`config.mk`:
```
export PLATFORM = sky130hd
export DESIGN_NAME = round_robin_thread_scheduler_core
export DESIGN_NICKNAME = d
export VERILOG_FILES = /design/src/hw/rtl/rrts_pkg.sv /design/src/hw/rtl/round_robin_thread_scheduler_core.sv /design/src/hw/rtl/rrts_ram.sv /design/src/hw/rtl/rrts_slot_eval.sv
export SDC_FILE = /design/constraint.sdc
export NUM_CORES = 1
export LEC_CHECK = 0
export BUFFER_PORTS_ARGS = -buffer_cell sky130_fd_sc_hd__buf_2
export CAP_MARGIN = 5
export CORE_MARGIN = 1
export CORE_UTILIZATION = 55
export DETAILED_ROUTE_END_ITERATION = 10
export PLACE_DENSITY = 0.8
export SYNTH_ARGS = -nofsm -noshare
export SYNTH_HDL_FRONTEND = slang
export SYNTH_SLANG_ARGS = --single-unit
export TNS_END_PERCENT = 50
```
`constraint.sdc`:
```
create_clock -name clk -period 5.65 [get_ports clk]
set_input_delay 0.8475 -clock clk [delete_from_list [all_inputs] [get_ports clk]]
set_output_delay 0.8475 -clock clk [all_outputs]
set_load 0.005 [all_outputs]
```
`src/hw/rtl/rrts_pkg.sv`:
```
// rrts_pkg: shared types and codes of the round-robin thread scheduler
// slot status codes, request codes, result codes and the slot flag bundle
// no dependencies
`timescale 1ns / 1ps

package rrts_pkg;

  typedef logic [2:0] status_t;
  typedef logic [2:0] req_t;
  typedef logic [2:0] rcode_t;

  // slot status
  localparam status_t ST_EMPTY      = 3'd0;
  localparam status_t ST_READY      = 3'd1;
  localparam status_t ST_DEAD       = 3'd2;
  localparam status_t ST_WAITS      = 3'd3;
  localparam status_t ST_ALARM      = 3'd4;
  localparam status_t ST_WAIT_ALARM = 3'd5;

  // request types
  localparam req_t REQ_CREATE    = 3'd0;
  localparam req_t REQ_KILL      = 3'd1;
  localparam req_t REQ_WAIT      = 3'd2;
  localparam req_t REQ_TIMED     = 3'd3;
  localparam req_t REQ_SLEEP     = 3'd4;
  localparam req_t REQ_SIGNAL    = 3'd5;
  localparam req_t REQ_YIELD     = 3'd6;
  localparam req_t REQ_RUN       = 3'd7;

  // result codes
  localparam rcode_t RC_OK       = 3'd0;
  localparam rcode_t RC_ILLEGAL  = 3'd1;
  localparam rcode_t RC_FULL     = 3'd2;
  localparam rcode_t RC_ALARMS   = 3'd3;
  localparam rcode_t RC_DEADLOCK = 3'd4;
  localparam rcode_t RC_ALL_DEAD = 3'd5;

  // classification of the slot under the shared compare unit
  typedef struct packed {
    logic is_ready;
    logic is_free;
    logic is_live;
    logic is_sleep;
    logic is_alarm;
    logic is_wait_alarm;
    logic wake_due;
    logic cond_match;
  } slot_flags_t;

endpackage

```
`src/hw/rtl/round_robin_thread_scheduler_core.sv`:
```
// round_robin_thread_scheduler_core: top level, request sequencer and slot table
// uses rrts_pkg, rrts_ram (condition and wake time stores), rrts_slot_eval
`timescale 1ns / 1ps

// channel | direction | handshake         | payload
// in_     | input     | in_valid/in_stall | req_type, thread_id, cond_id, duration, now
// out_    | output    | out_valid/out_stall | result_code, result_thread, switched, counts
//
// one request at a time: run, rejected requests and a kill of a thread that is not
// running go from dispatch straight to done; create scans for the lowest free slot, signal
// scans every slot, and a request that schedules runs the alarm scan over the slot rams,
// one slot a cycle, then the round-robin search, one slot a cycle
// reset clears the status table, counters, running thread and pointer; rams are not cleared
// a request waits in its final state only while the previous result is still stalled

module round_robin_thread_scheduler_core #(
  parameter int NUM_THREADS = 8,
  parameter int COND_BITS   = 16,
  parameter int TIME_BITS   = 32
) (
  input  logic        clk,
  input  logic        rst_n,
  // request channel
  input  logic        in_valid,
  output logic        in_stall,
  input  logic [2:0]  in_req_type,
  input  logic [2:0]  in_thread_id,
  input  logic [15:0] in_cond_id,
  input  logic [15:0] in_duration,
  input  logic [31:0] in_now,
  // result channel
  output logic        out_valid,
  input  logic        out_stall,
  output logic [2:0]  out_result_code,
  output logic [2:0]  out_result_thread,
  output logic        out_switched,
  output logic [3:0]  out_live_count,
  output logic [3:0]  out_sleeping_count,
  output logic [3:0]  out_alarm_count
);

  localparam int TW = $clog2(NUM_THREADS);
  localparam int CW = $clog2(NUM_THREADS + 1);
  localparam logic [TW-1:0] LAST  = TW'(NUM_THREADS - 1);
  localparam logic [CW-1:0] CFULL = CW'(NUM_THREADS);

  // sequencer states
  localparam logic [2:0] S_IDLE   = 3'd0;
  localparam logic [2:0] S_DISP   = 3'd1;
  localparam logic [2:0] S_CREATE = 3'd2;
  localparam logic [2:0] S_WAKE   = 3'd3;
  localparam logic [2:0] S_RR     = 3'd4;
  localparam logic [2:0] S_SIG    = 3'd5;
  localparam logic [2:0] S_DONE   = 3'd6;

  logic [2:0] state_r, state_nxt;

  // latched transaction
  rrts_pkg::req_t       req_r;
  logic [2:0]           tid_r;
  logic [COND_BITS-1:0] cond_r;
  logic [TIME_BITS-1:0] dur_r;
  logic [TIME_BITS-1:0] now_r;
  logic [TW-1:0]        old_r;

  // scheduler state
  rrts_pkg::status_t status_r [NUM_THREADS];
  logic [TW-1:0]     running_r, running_nxt;
  logic [TW-1:0]     ptr_r, ptr_nxt;
  logic [CW-1:0]     live_r, live_nxt;
  logic [CW-1:0]     sleep_r, sleep_nxt;
  logic [CW-1:0]     alarm_r, alarm_nxt;

  // scan control
  logic [TW-1:0] idx_r, idx_nxt;        // ram read address / create index
  logic [TW-1:0] eidx_r, eidx_nxt;      // slot under evaluation
  logic          pv_r, pv_nxt;          // evaluation stage holds a slot
  logic          iss_done_r, iss_done_nxt;
  logic          brk_r, brk_nxt;        // alarm count ran out, no more wakes
  logic [TW-1:0] cnt_r, cnt_nxt;        // round-robin steps taken
  logic          created_r, created_nxt;
  logic [TW-1:0] crt_idx_r, crt_idx_nxt;
  rrts_pkg::rcode_t code_r, code_nxt;

  // output register
  logic             out_valid_r;
  rrts_pkg::rcode_t out_code_r;
  logic [2:0]       out_thread_r;
  logic             out_sw_r;
  logic [3:0]       out_live_r, out_sleep_r, out_alarm_r;

  // status table port
  logic [TW-1:0]     st_addr;
  rrts_pkg::status_t st_rd;
  logic              st_we;
  rrts_pkg::status_t st_wdata;

  // slot rams
  logic                 cond_we, wake_we;
  logic [COND_BITS-1:0] cond_rd;
  logic [TIME_BITS-1:0] wake_rd;
  logic [TIME_BITS-1:0] wake_sum;

  rrts_pkg::slot_flags_t flags;

  logic          accept;
  logic          tid_ok;
  logic [TW-1:0] tid_idx;
  logic [TW-1:0] rr_next;
  logic          out_free;

  assign accept   = in_valid && !in_stall;
  assign in_stall = (state_r != S_IDLE);
  assign tid_ok   = (32'(tid_r) < NUM_THREADS);
  assign tid_idx  = TW'(tid_r);
  assign rr_next  = (ptr_r == LAST) ? '0 : ptr_r + 1'b1;
  assign wake_sum = now_r + dur_r;
  assign st_rd    = status_r[st_addr];
  assign out_free = !out_valid_r || !out_stall;

  rrts_ram #(.WIDTH(COND_BITS), .DEPTH(NUM_THREADS)) u_cond_ram (
    .clk   (clk),
    .we    (cond_we),
    .waddr (running_r),
    .wdata (cond_r),
    .raddr (idx_r),
    .rdata (cond_rd)
  );

  rrts_ram #(.WIDTH(TIME_BITS), .DEPTH(NUM_THREADS)) u_wake_ram (
    .clk   (clk),
    .we    (wake_we),
    .waddr (running_r),
    .wdata (wake_sum),
    .raddr (idx_r),
    .rdata (wake_rd)
  );

  rrts_slot_eval #(.COND_BITS(COND_BITS), .TIME_BITS(TIME_BITS)) u_eval (
    .status    (st_rd),
    .wake_time (wake_rd),
    .now       (now_r),
    .slot_cond (cond_rd),
    .req_cond  (cond_r),
    .flags     (flags)
  );

  always_comb begin
    state_nxt    = state_r;
    running_nxt  = running_r;
    ptr_nxt      = ptr_r;
    live_nxt     = live_r;
    sleep_nxt    = sleep_r;
    alarm_nxt    = alarm_r;
    idx_nxt      = idx_r;
    eidx_nxt     = eidx_r;
    pv_nxt       = 1'b0;
    iss_done_nxt = iss_done_r;
    brk_nxt      = brk_r;
    cnt_nxt      = cnt_r;
    created_nxt  = created_r;
    crt_idx_nxt  = crt_idx_r;
    code_nxt     = code_r;
    st_addr      = running_r;
    st_we        = 1'b0;
    st_wdata     = rrts_pkg::ST_DEAD;
    cond_we      = 1'b0;
    wake_we      = 1'b0;

    unique case (state_r)
      S_IDLE: begin
        if (accept) begin
          state_nxt   = S_DISP;
          created_nxt = 1'b0;
          code_nxt    = rrts_pkg::RC_OK;
        end
      end

      S_DISP: begin
        // restart the scan pipeline for whichever phase comes next
        idx_nxt      = '0;
        iss_done_nxt = 1'b0;
        brk_nxt      = 1'b0;
        unique case (req_r)
          rrts_pkg::REQ_CREATE: begin
            if (live_r < CFULL) begin
              state_nxt = S_CREATE;
            end else begin
              code_nxt  = rrts_pkg::RC_FULL;
              state_nxt = S_DONE;
            end
          end
          rrts_pkg::REQ_KILL: begin
            st_addr = tid_idx;
            if (!tid_ok) begin
              code_nxt  = rrts_pkg::RC_ILLEGAL;
              state_nxt = S_DONE;
            end else begin
              // a live slot leaves every counter it was counted in
              if (flags.is_live && live_r != '0)   live_nxt  = live_r - 1'b1;
              if (flags.is_sleep && sleep_r != '0) sleep_nxt = sleep_r - 1'b1;
              if (flags.is_alarm && alarm_r != '0) alarm_nxt = alarm_r - 1'b1;
              st_we    = 1'b1;
              st_wdata = rrts_pkg::ST_DEAD;
              state_nxt = (tid_idx == running_r) ? S_WAKE : S_DONE;
            end
          end
          rrts_pkg::REQ_WAIT, rrts_pkg::REQ_TIMED, rrts_pkg::REQ_SLEEP: begin
            st_addr = running_r;
            if (!flags.is_ready) begin
              code_nxt  = rrts_pkg::RC_ILLEGAL;
              state_nxt = S_DONE;
            end else begin
              st_we = 1'b1;
              if (req_r == rrts_pkg::REQ_WAIT) begin
                st_wdata  = rrts_pkg::ST_WAITS;
                cond_we   = 1'b1;
                sleep_nxt = sleep_r + 1'b1;
              end else if (req_r == rrts_pkg::REQ_TIMED) begin
                st_wdata  = rrts_pkg::ST_WAIT_ALARM;
                cond_we   = 1'b1;
                wake_we   = 1'b1;
                sleep_nxt = sleep_r + 1'b1;
                alarm_nxt = alarm_r + 1'b1;
              end else begin
                st_wdata  = rrts_pkg::ST_ALARM;
                wake_we   = 1'b1;
                alarm_nxt = alarm_r + 1'b1;
              end
              state_nxt = S_WAKE;
            end
          end
          rrts_pkg::REQ_SIGNAL: begin
            state_nxt = S_SIG;
          end
          rrts_pkg::REQ_YIELD: begin
            state_nxt = S_WAKE;
          end
          rrts_pkg::REQ_RUN: begin
            st_addr = tid_idx;
            if (!tid_ok || !flags.is_ready) begin
              code_nxt = rrts_pkg::RC_ILLEGAL;
            end else begin
              running_nxt = tid_idx;
            end
            state_nxt = S_DONE;
          end
          default: begin
            state_nxt = S_DONE;
          end
        endcase
      end

      S_CREATE: begin
        // lowest empty or dead slot, one slot a cycle
        st_addr = idx_r;
        if (flags.is_free) begin
          st_we       = 1'b1;
          st_wdata    = rrts_pkg::ST_READY;
          live_nxt    = live_r + 1'b1;
          created_nxt = 1'b1;
          crt_idx_nxt = idx_r;
          state_nxt   = S_DONE;
        end else if (idx_r == LAST) begin
          code_nxt  = rrts_pkg::RC_FULL;
          state_nxt = S_DONE;
        end else begin
          idx_nxt = idx_r + 1'b1;
        end
      end

      S_WAKE, S_SIG: begin
        // issue a ram read each cycle, evaluate the slot whose read was issued in the cycle before
        pv_nxt   = !iss_done_r;
        eidx_nxt = idx_r;
        if (!iss_done_r) begin
          if (idx_r == LAST) iss_done_nxt = 1'b1;
          else               idx_nxt      = idx_r + 1'b1;
        end
        st_addr = eidx_r;
        if (pv_r) begin
          if (state_r == S_WAKE) begin
            if (flags.is_alarm && flags.wake_due && !brk_r) begin
              if (flags.is_wait_alarm && sleep_r != '0) sleep_nxt = sleep_r - 1'b1;
              if (alarm_r != '0) alarm_nxt = alarm_r - 1'b1;
              // the alarm sweep stops once the count reaches zero
              if (alarm_r <= CW'(1)) brk_nxt = 1'b1;
              st_we    = 1'b1;
              st_wdata = rrts_pkg::ST_READY;
            end
          end else begin
            if (flags.is_sleep && flags.cond_match) begin
              if (flags.is_wait_alarm && alarm_r != '0) alarm_nxt = alarm_r - 1'b1;
              if (sleep_r != '0) sleep_nxt = sleep_r - 1'b1;
              st_we    = 1'b1;
              st_wdata = rrts_pkg::ST_READY;
            end
          end
          if (eidx_r == LAST) begin
            cnt_nxt   = '0;
            state_nxt = (state_r == S_WAKE) ? S_RR : S_DONE;
          end
        end
      end

      S_RR: begin
        // advance the pointer and test one slot a cycle
        st_addr = rr_next;
        ptr_nxt = rr_next;
        cnt_nxt = cnt_r + 1'b1;
        if (flags.is_ready) begin
          running_nxt = rr_next;
          code_nxt    = rrts_pkg::RC_OK;
          state_nxt   = S_DONE;
        end else if (cnt_r == LAST) begin
          if (alarm_r != '0)     code_nxt = rrts_pkg::RC_ALARMS;
          else if (live_r != '0) code_nxt = rrts_pkg::RC_DEADLOCK;
          else                   code_nxt = rrts_pkg::RC_ALL_DEAD;
          state_nxt = S_DONE;
        end
      end

      S_DONE: begin
        if (out_free) state_nxt = S_IDLE;
      end

      default: begin
        state_nxt = S_IDLE;
      end
    endcase
  end

  always_ff @(posedge clk) begin
    if (!rst_n) begin
      state_r     <= S_IDLE;
      running_r   <= '0;
      ptr_r       <= '0;
      live_r      <= '0;
      sleep_r     <= '0;
      alarm_r     <= '0;
      pv_r        <= 1'b0;
      iss_done_r  <= 1'b0;
      brk_r       <= 1'b0;
      created_r   <= 1'b0;
      out_valid_r <= 1'b0;
      for (int i = 0; i < NUM_THREADS; i++) begin
        status_r[i] <= rrts_pkg::ST_EMPTY;
      end
    end else begin
      state_r    <= state_nxt;
      running_r  <= running_nxt;
      ptr_r      <= ptr_nxt;
      live_r     <= live_nxt;
      sleep_r    <= sleep_nxt;
      alarm_r    <= alarm_nxt;
      pv_r       <= pv_nxt;
      iss_done_r <= iss_done_nxt;
      brk_r      <= brk_nxt;
      created_r  <= created_nxt;
      if (st_we) begin
        status_r[st_addr] <= st_wdata;
      end
      if (state_r == S_DONE && out_free) begin
        out_valid_r <= 1'b1;
      end else if (!out_stall) begin
        out_valid_r <= 1'b0;
      end
    end
  end

  // payload and scan registers, no reset needed
  always_ff @(posedge clk) begin
    idx_r     <= idx_nxt;
    eidx_r    <= eidx_nxt;
    cnt_r     <= cnt_nxt;
    crt_idx_r <= crt_idx_nxt;
    code_r    <= code_nxt;
    if (accept) begin
      req_r  <= in_req_type;
      tid_r  <= in_thread_id;
      cond_r <= COND_BITS'(in_cond_id);
      dur_r  <= TIME_BITS'(in_duration);
      now_r  <= TIME_BITS'(in_now);
      old_r  <= running_r;
    end
    if (state_r == S_DONE && out_free) begin
      out_code_r   <= code_r;
      out_thread_r <= created_r ? 3'(crt_idx_r) : 3'(running_r);
      out_sw_r     <= (running_r != old_r);
      out_live_r   <= 4'(live_r);
      out_sleep_r  <= 4'(sleep_r);
      out_alarm_r  <= 4'(alarm_r);
    end
  end

  assign out_valid          = out_valid_r;
  assign out_result_code    = out_code_r;
  assign out_result_thread  = out_thread_r;
  assign out_switched       = out_sw_r;
  assign out_live_count     = out_live_r;
  assign out_sleeping_count = out_sleep_r;
  assign out_alarm_count    = out_alarm_r;

  // an accepted transaction always goes to dispatch next
  a_accept_dispatch: assert property (@(posedge clk) disable iff (!rst_n)
    accept |=> state_r == S_DISP)
    else $error("accepted transaction did not enter dispatch");

  // sleeping and alarm counts never exceed the live count
  a_count_order: assert property (@(posedge clk) disable iff (!rst_n)
    (sleep_r <= live_r) && (alarm_r <= live_r))
    else $error("sleeping or alarm count above live count");

  // a thread switch is only reported with a successful result
  a_switch_ok: assert property (@(posedge clk) disable iff (!rst_n)
    out_valid && out_switched |-> out_result_code == rrts_pkg::RC_OK)
    else $error("switch reported with a failing result code");

  // the running thread only moves during round-robin search or dispatch of run
  a_running_move: assert property (@(posedge clk) disable iff (!rst_n)
    (state_r != S_RR && state_r != S_DISP) |=> $stable(running_r))
    else $error("running thread changed outside scheduling");

endmodule

```
`src/hw/rtl/rrts_ram.sv`:
```
// rrts_ram: generic single-write, single-read ram with registered read data
// no dependencies
`timescale 1ns / 1ps

module rrts_ram #(
  parameter int WIDTH = 16,
  parameter int DEPTH = 8
) (
  input  logic                     clk,
  input  logic                     we,
  input  logic [$clog2(DEPTH)-1:0] waddr,
  input  logic [WIDTH-1:0]         wdata,
  input  logic [$clog2(DEPTH)-1:0] raddr,
  output logic [WIDTH-1:0]         rdata
);

  logic [WIDTH-1:0] mem [DEPTH];
  logic [WIDTH-1:0] rdata_r;

  always_ff @(posedge clk) begin
    if (we) begin
      mem[waddr] <= wdata;
    end
    rdata_r <= mem[raddr];
  end

  assign rdata = rdata_r;

endmodule

```
`src/hw/rtl/rrts_slot_eval.sv`:
```
// rrts_slot_eval: shared compare unit, classifies one slot per cycle
// status decode, wake time against now, condition match; uses rrts_pkg
`timescale 1ns / 1ps

module rrts_slot_eval #(
  parameter int COND_BITS = 16,
  parameter int TIME_BITS = 32
) (
  input  rrts_pkg::status_t     status,
  input  logic [TIME_BITS-1:0]  wake_time,
  input  logic [TIME_BITS-1:0]  now,
  input  logic [COND_BITS-1:0]  slot_cond,
  input  logic [COND_BITS-1:0]  req_cond,
  output rrts_pkg::slot_flags_t flags
);

  always_comb begin
    flags.is_ready      = (status == rrts_pkg::ST_READY);
    flags.is_free       = (status == rrts_pkg::ST_EMPTY) || (status == rrts_pkg::ST_DEAD);
    flags.is_sleep      = (status == rrts_pkg::ST_WAITS) ||
                          (status == rrts_pkg::ST_WAIT_ALARM);
    flags.is_alarm      = (status == rrts_pkg::ST_ALARM) ||
                          (status == rrts_pkg::ST_WAIT_ALARM);
    flags.is_wait_alarm = (status == rrts_pkg::ST_WAIT_ALARM);
    flags.is_live       = flags.is_ready || flags.is_sleep || flags.is_alarm;
    // plain unsigned compare, no wrap handling
    flags.wake_due      = (wake_time < now);
    flags.cond_match    = (slot_cond == req_cond);
  end

endmodule

```
==> impl_metrics.toml <==
[logic_synthesis]
yosysWarnings = 0
synth_cell_types = 78
syn_area_um2 = 24100
ys.flop_type = "edfxtp_1"
ys_seq_area_share_pct = 70.3
async_reset_ff_share_pct = 0
synth-edff-count = 515
synth-seq-cells = 589
synth.avg_cell_area_um2 = 17.0
synth_nets = 1553
syn_inst = 1418

[cts]
hold_buffers = 0
cts_tree = "yes"
cts_buffer_depth = 3
root_buffer = "clkbuf_16"
clock_latency_ns = 0.61
cts_resized = 0
clk_pin_slew_ns = 0.06
post_cts_buffers = 0
cts.sinks = 589
htreeDepth = 2
cts_buffers = 57

[global_route]
grt_max_degree = 101
gr-usage-met2_pct = 37.9
use_met1_pct = 29.8
grtUsageMet3_pct = 3.56
grt_pass1_wl_mm = 75.1
first_global_vias = 13300
grt_use_total_pct = 22.5
grt_remaining_overflow = 0
busiest_layer = "met2"
antenna_found_initial = 0

[routing]
num_vias = 13000
avgViaCountPerCell = 5.98
drt_iter0_markers = 1249
wl_per_cell_um = 22.5
drtAntennaViolNets = 0
drc_errors = 0
routed_wl_mm = 48.9
first_pass_iters = 6

[sta]
setup_viol_count_final = 0
max_slew_margin_pct = 35.0
skew_ns = 0.0235
worst_slew_pin_slew_ns = 0.975
tns_ns = 0
layout_setup_ws_ns = 1.15
clock.fmax_mhz = 222
finalMaxSlewViolations = 0
hold_viol = 0
rsz0062_at_grt = "false"
min_period_ns = 4.50
timing.final.crit_share_pct = 79.6

[placed_design]
dp_hpwl_mm = 29.9
port_buffers = 94
routabilityCongestion = 0.958
dp_slack_ns = 1.19

[floorplanning]
dieArea_um2 = 44700
io_pins = 95
core-area_um2 = 43200
die_y_um = 211
die_x_um = 211
initial_utilization_pct = 55.8
num_rows = 76

[layout]
diodes = 0
final_common_cell = "edfxtp_1"
area_delta_synth_final_pct = 13.4
layout-drive-gt1-share_pct = 25.0
layout.nets = 1680
layout.cells.most_common_list = "edfxtp_1 (515), mux4_2 (99), buf_2 (94)"
fillers = 2968

[worst_setup_path]
worst_ep_required_time_ns = 5.96
startpoint_type = "flip-flop"
rrSetupSlack_ns = 1.15
crit_path_max_incr_delay_ns = 0.88
crit_path_max_fanout = 25
crit_type = "reg2reg"
worstPathCellList = "xor2_2 > a311o_2 > nand3_4 > mux4_2 > mux2_2 > a211oi_4 > nand4_1 > nor2_4 > buf_12"
end_kind = "flip-flop"
worstPathArrival_ns = 4.81
r2r_cells = 9
r2r_end = "u_wake_ram.mem[6][13]"
crit_slowest_cell = "dfxtp_1"
crit_buf_inv = 1
crit_family = "simple AND/OR/NAND/NOR gates"
r2r_start = "state_r[1]"

[min_path]
holdPathStages = 1
min_to = "tid_idx[2]"
hold_class = "in2reg"
min_from = "in_thread_id[2]"

[power]
swShare_pct = 29.4
leakage_nw = 9.42
power_frac_comb_pct = 24.9
p_switching_w = 0.00380
peakVddDrop_v = 0.000340
power.internal_w = 0.00912
power.density_nw_per_um2 = 472
clock_power_share_pct = 30.2
seq_power_share_pct = 44.9

[status]
status = "finished, final reports clean"

[job]
maxCapViolCount = 0
==> flip-flops by register name (all words and copies together) (netlist names), 16 cells and up <==
signal and count:
status_r 24, cond_r 16, u_cond_ram.rdata 16, u_wake_ram.mem 256, now_r 32, u_wake_ram.rdata 32
dur_r 16, u_cond_ram.mem 128
==> cell families after synthesis <==
logic type / count (synthesis) / share of synthesized area [%]
xor gates and xnor gates: 62 / 2.35
AOI/OAI and AO/OA: 159 / 4.64
DFF: 589 / 70.3
and+or+nand+nor: 272 / 5.51
adders and majority gates: 62 / 3.27
muxes: 161 / 12.1
buffers and inverters: 113 / 1.85
==> worst max-delay path by stage <==
stage	from	endpoint	cells past startpoint
floorplan	req_r[2]	u_wake_ram.mem[0][0]	10
detailed placement	state_r[1]	u_wake_ram.mem[6][20]	9
finish	state_r[1]	u_wake_ram.mem[6][13]	9
global placement	state_r[1]	u_wake_ram.mem[6][22]	9
global route	state_r[1]	u_wake_ram.mem[6][20]	9
CTS	state_r[1]	u_wake_ram.mem[6][20]	9
==> metal layers <==
metal / wire length (um) / part of all wire [%] / vias to the layer above
li1: - / - / 5805
met1: 20100 / 41 / 6619
met2: 24600 / 50 / 494
met3: 2840 / 5.8 / 103
met4: 1420 / 2.9 / 0
met5: 0 / 0 / -
==> power groups by stage <==
stage	sequential, W	clock [W]	combinational, W
4_1_cts	0.00580	0.00397	0.00323
6_report	0.00580	0.00391	0.00322
2_1_floorplan	0.00573	0	0.00245
3_5_place_dp	0.00588	0	0.00318
3_3_place_gp	0.00587	0	0.00308
5_1_grt	0.00584	0.00413	0.00351
==> per-stage QoR <==
stage / util (%) / instance area [um^2] / std cells / power [W] / hold WS (ns)
after floorplan: - / 24100 / 1418 / 0.00818 / 0.400
after global placement: 58.8 / 25400 / 2071 / 0.00894 / 0.409
after detailed placement: 58.8 / 25400 / 2071 / 0.00906 / 0.407
after CTS: 63.4 / 27400 / 2179 / 0.0130 / 0.381
after global routing: 63.4 / 27400 / 2179 / 0.0135 / 0.384
final: 63.4 / 27400 / 2179 / 0.0129 / 0.408
==> final cells by class <==
cell class | instances | area [um^2] | share of cell area, %
Multi-Input combinational cell | 716 | 6790 | 24.8
Timing Repair Buffer | 119 | 683 | 2.50
Inverter | 62 | 234 | 0.855
Clock inverter | 38 | 400 | 1.46
Sequential cell | 589 | 16900 | 62.0
Tap cell | 585 | 732 | 2.68
Clock buffer | 70 | 1570 | 5.73
==> cells in the mapped netlist, types with 24 or more instances <==
master | count | area (um^2)
a21oi_1 | 39 | 195
edfxtp_1 | 515 | 15500
nand2_1 | 65 | 244
ha_1 | 59 | 738
mux4_2 | 99 | 2230
xnor2_1 | 37 | 324
clkbuf_1 | 36 | 135
nor3_1 | 24 | 120
dfxtp_1 | 74 | 1480
nor2_1 | 86 | 323
inv_1 | 61 | 229
mux2_2 | 53 | 597
Power figures use the tool's default switching activity.
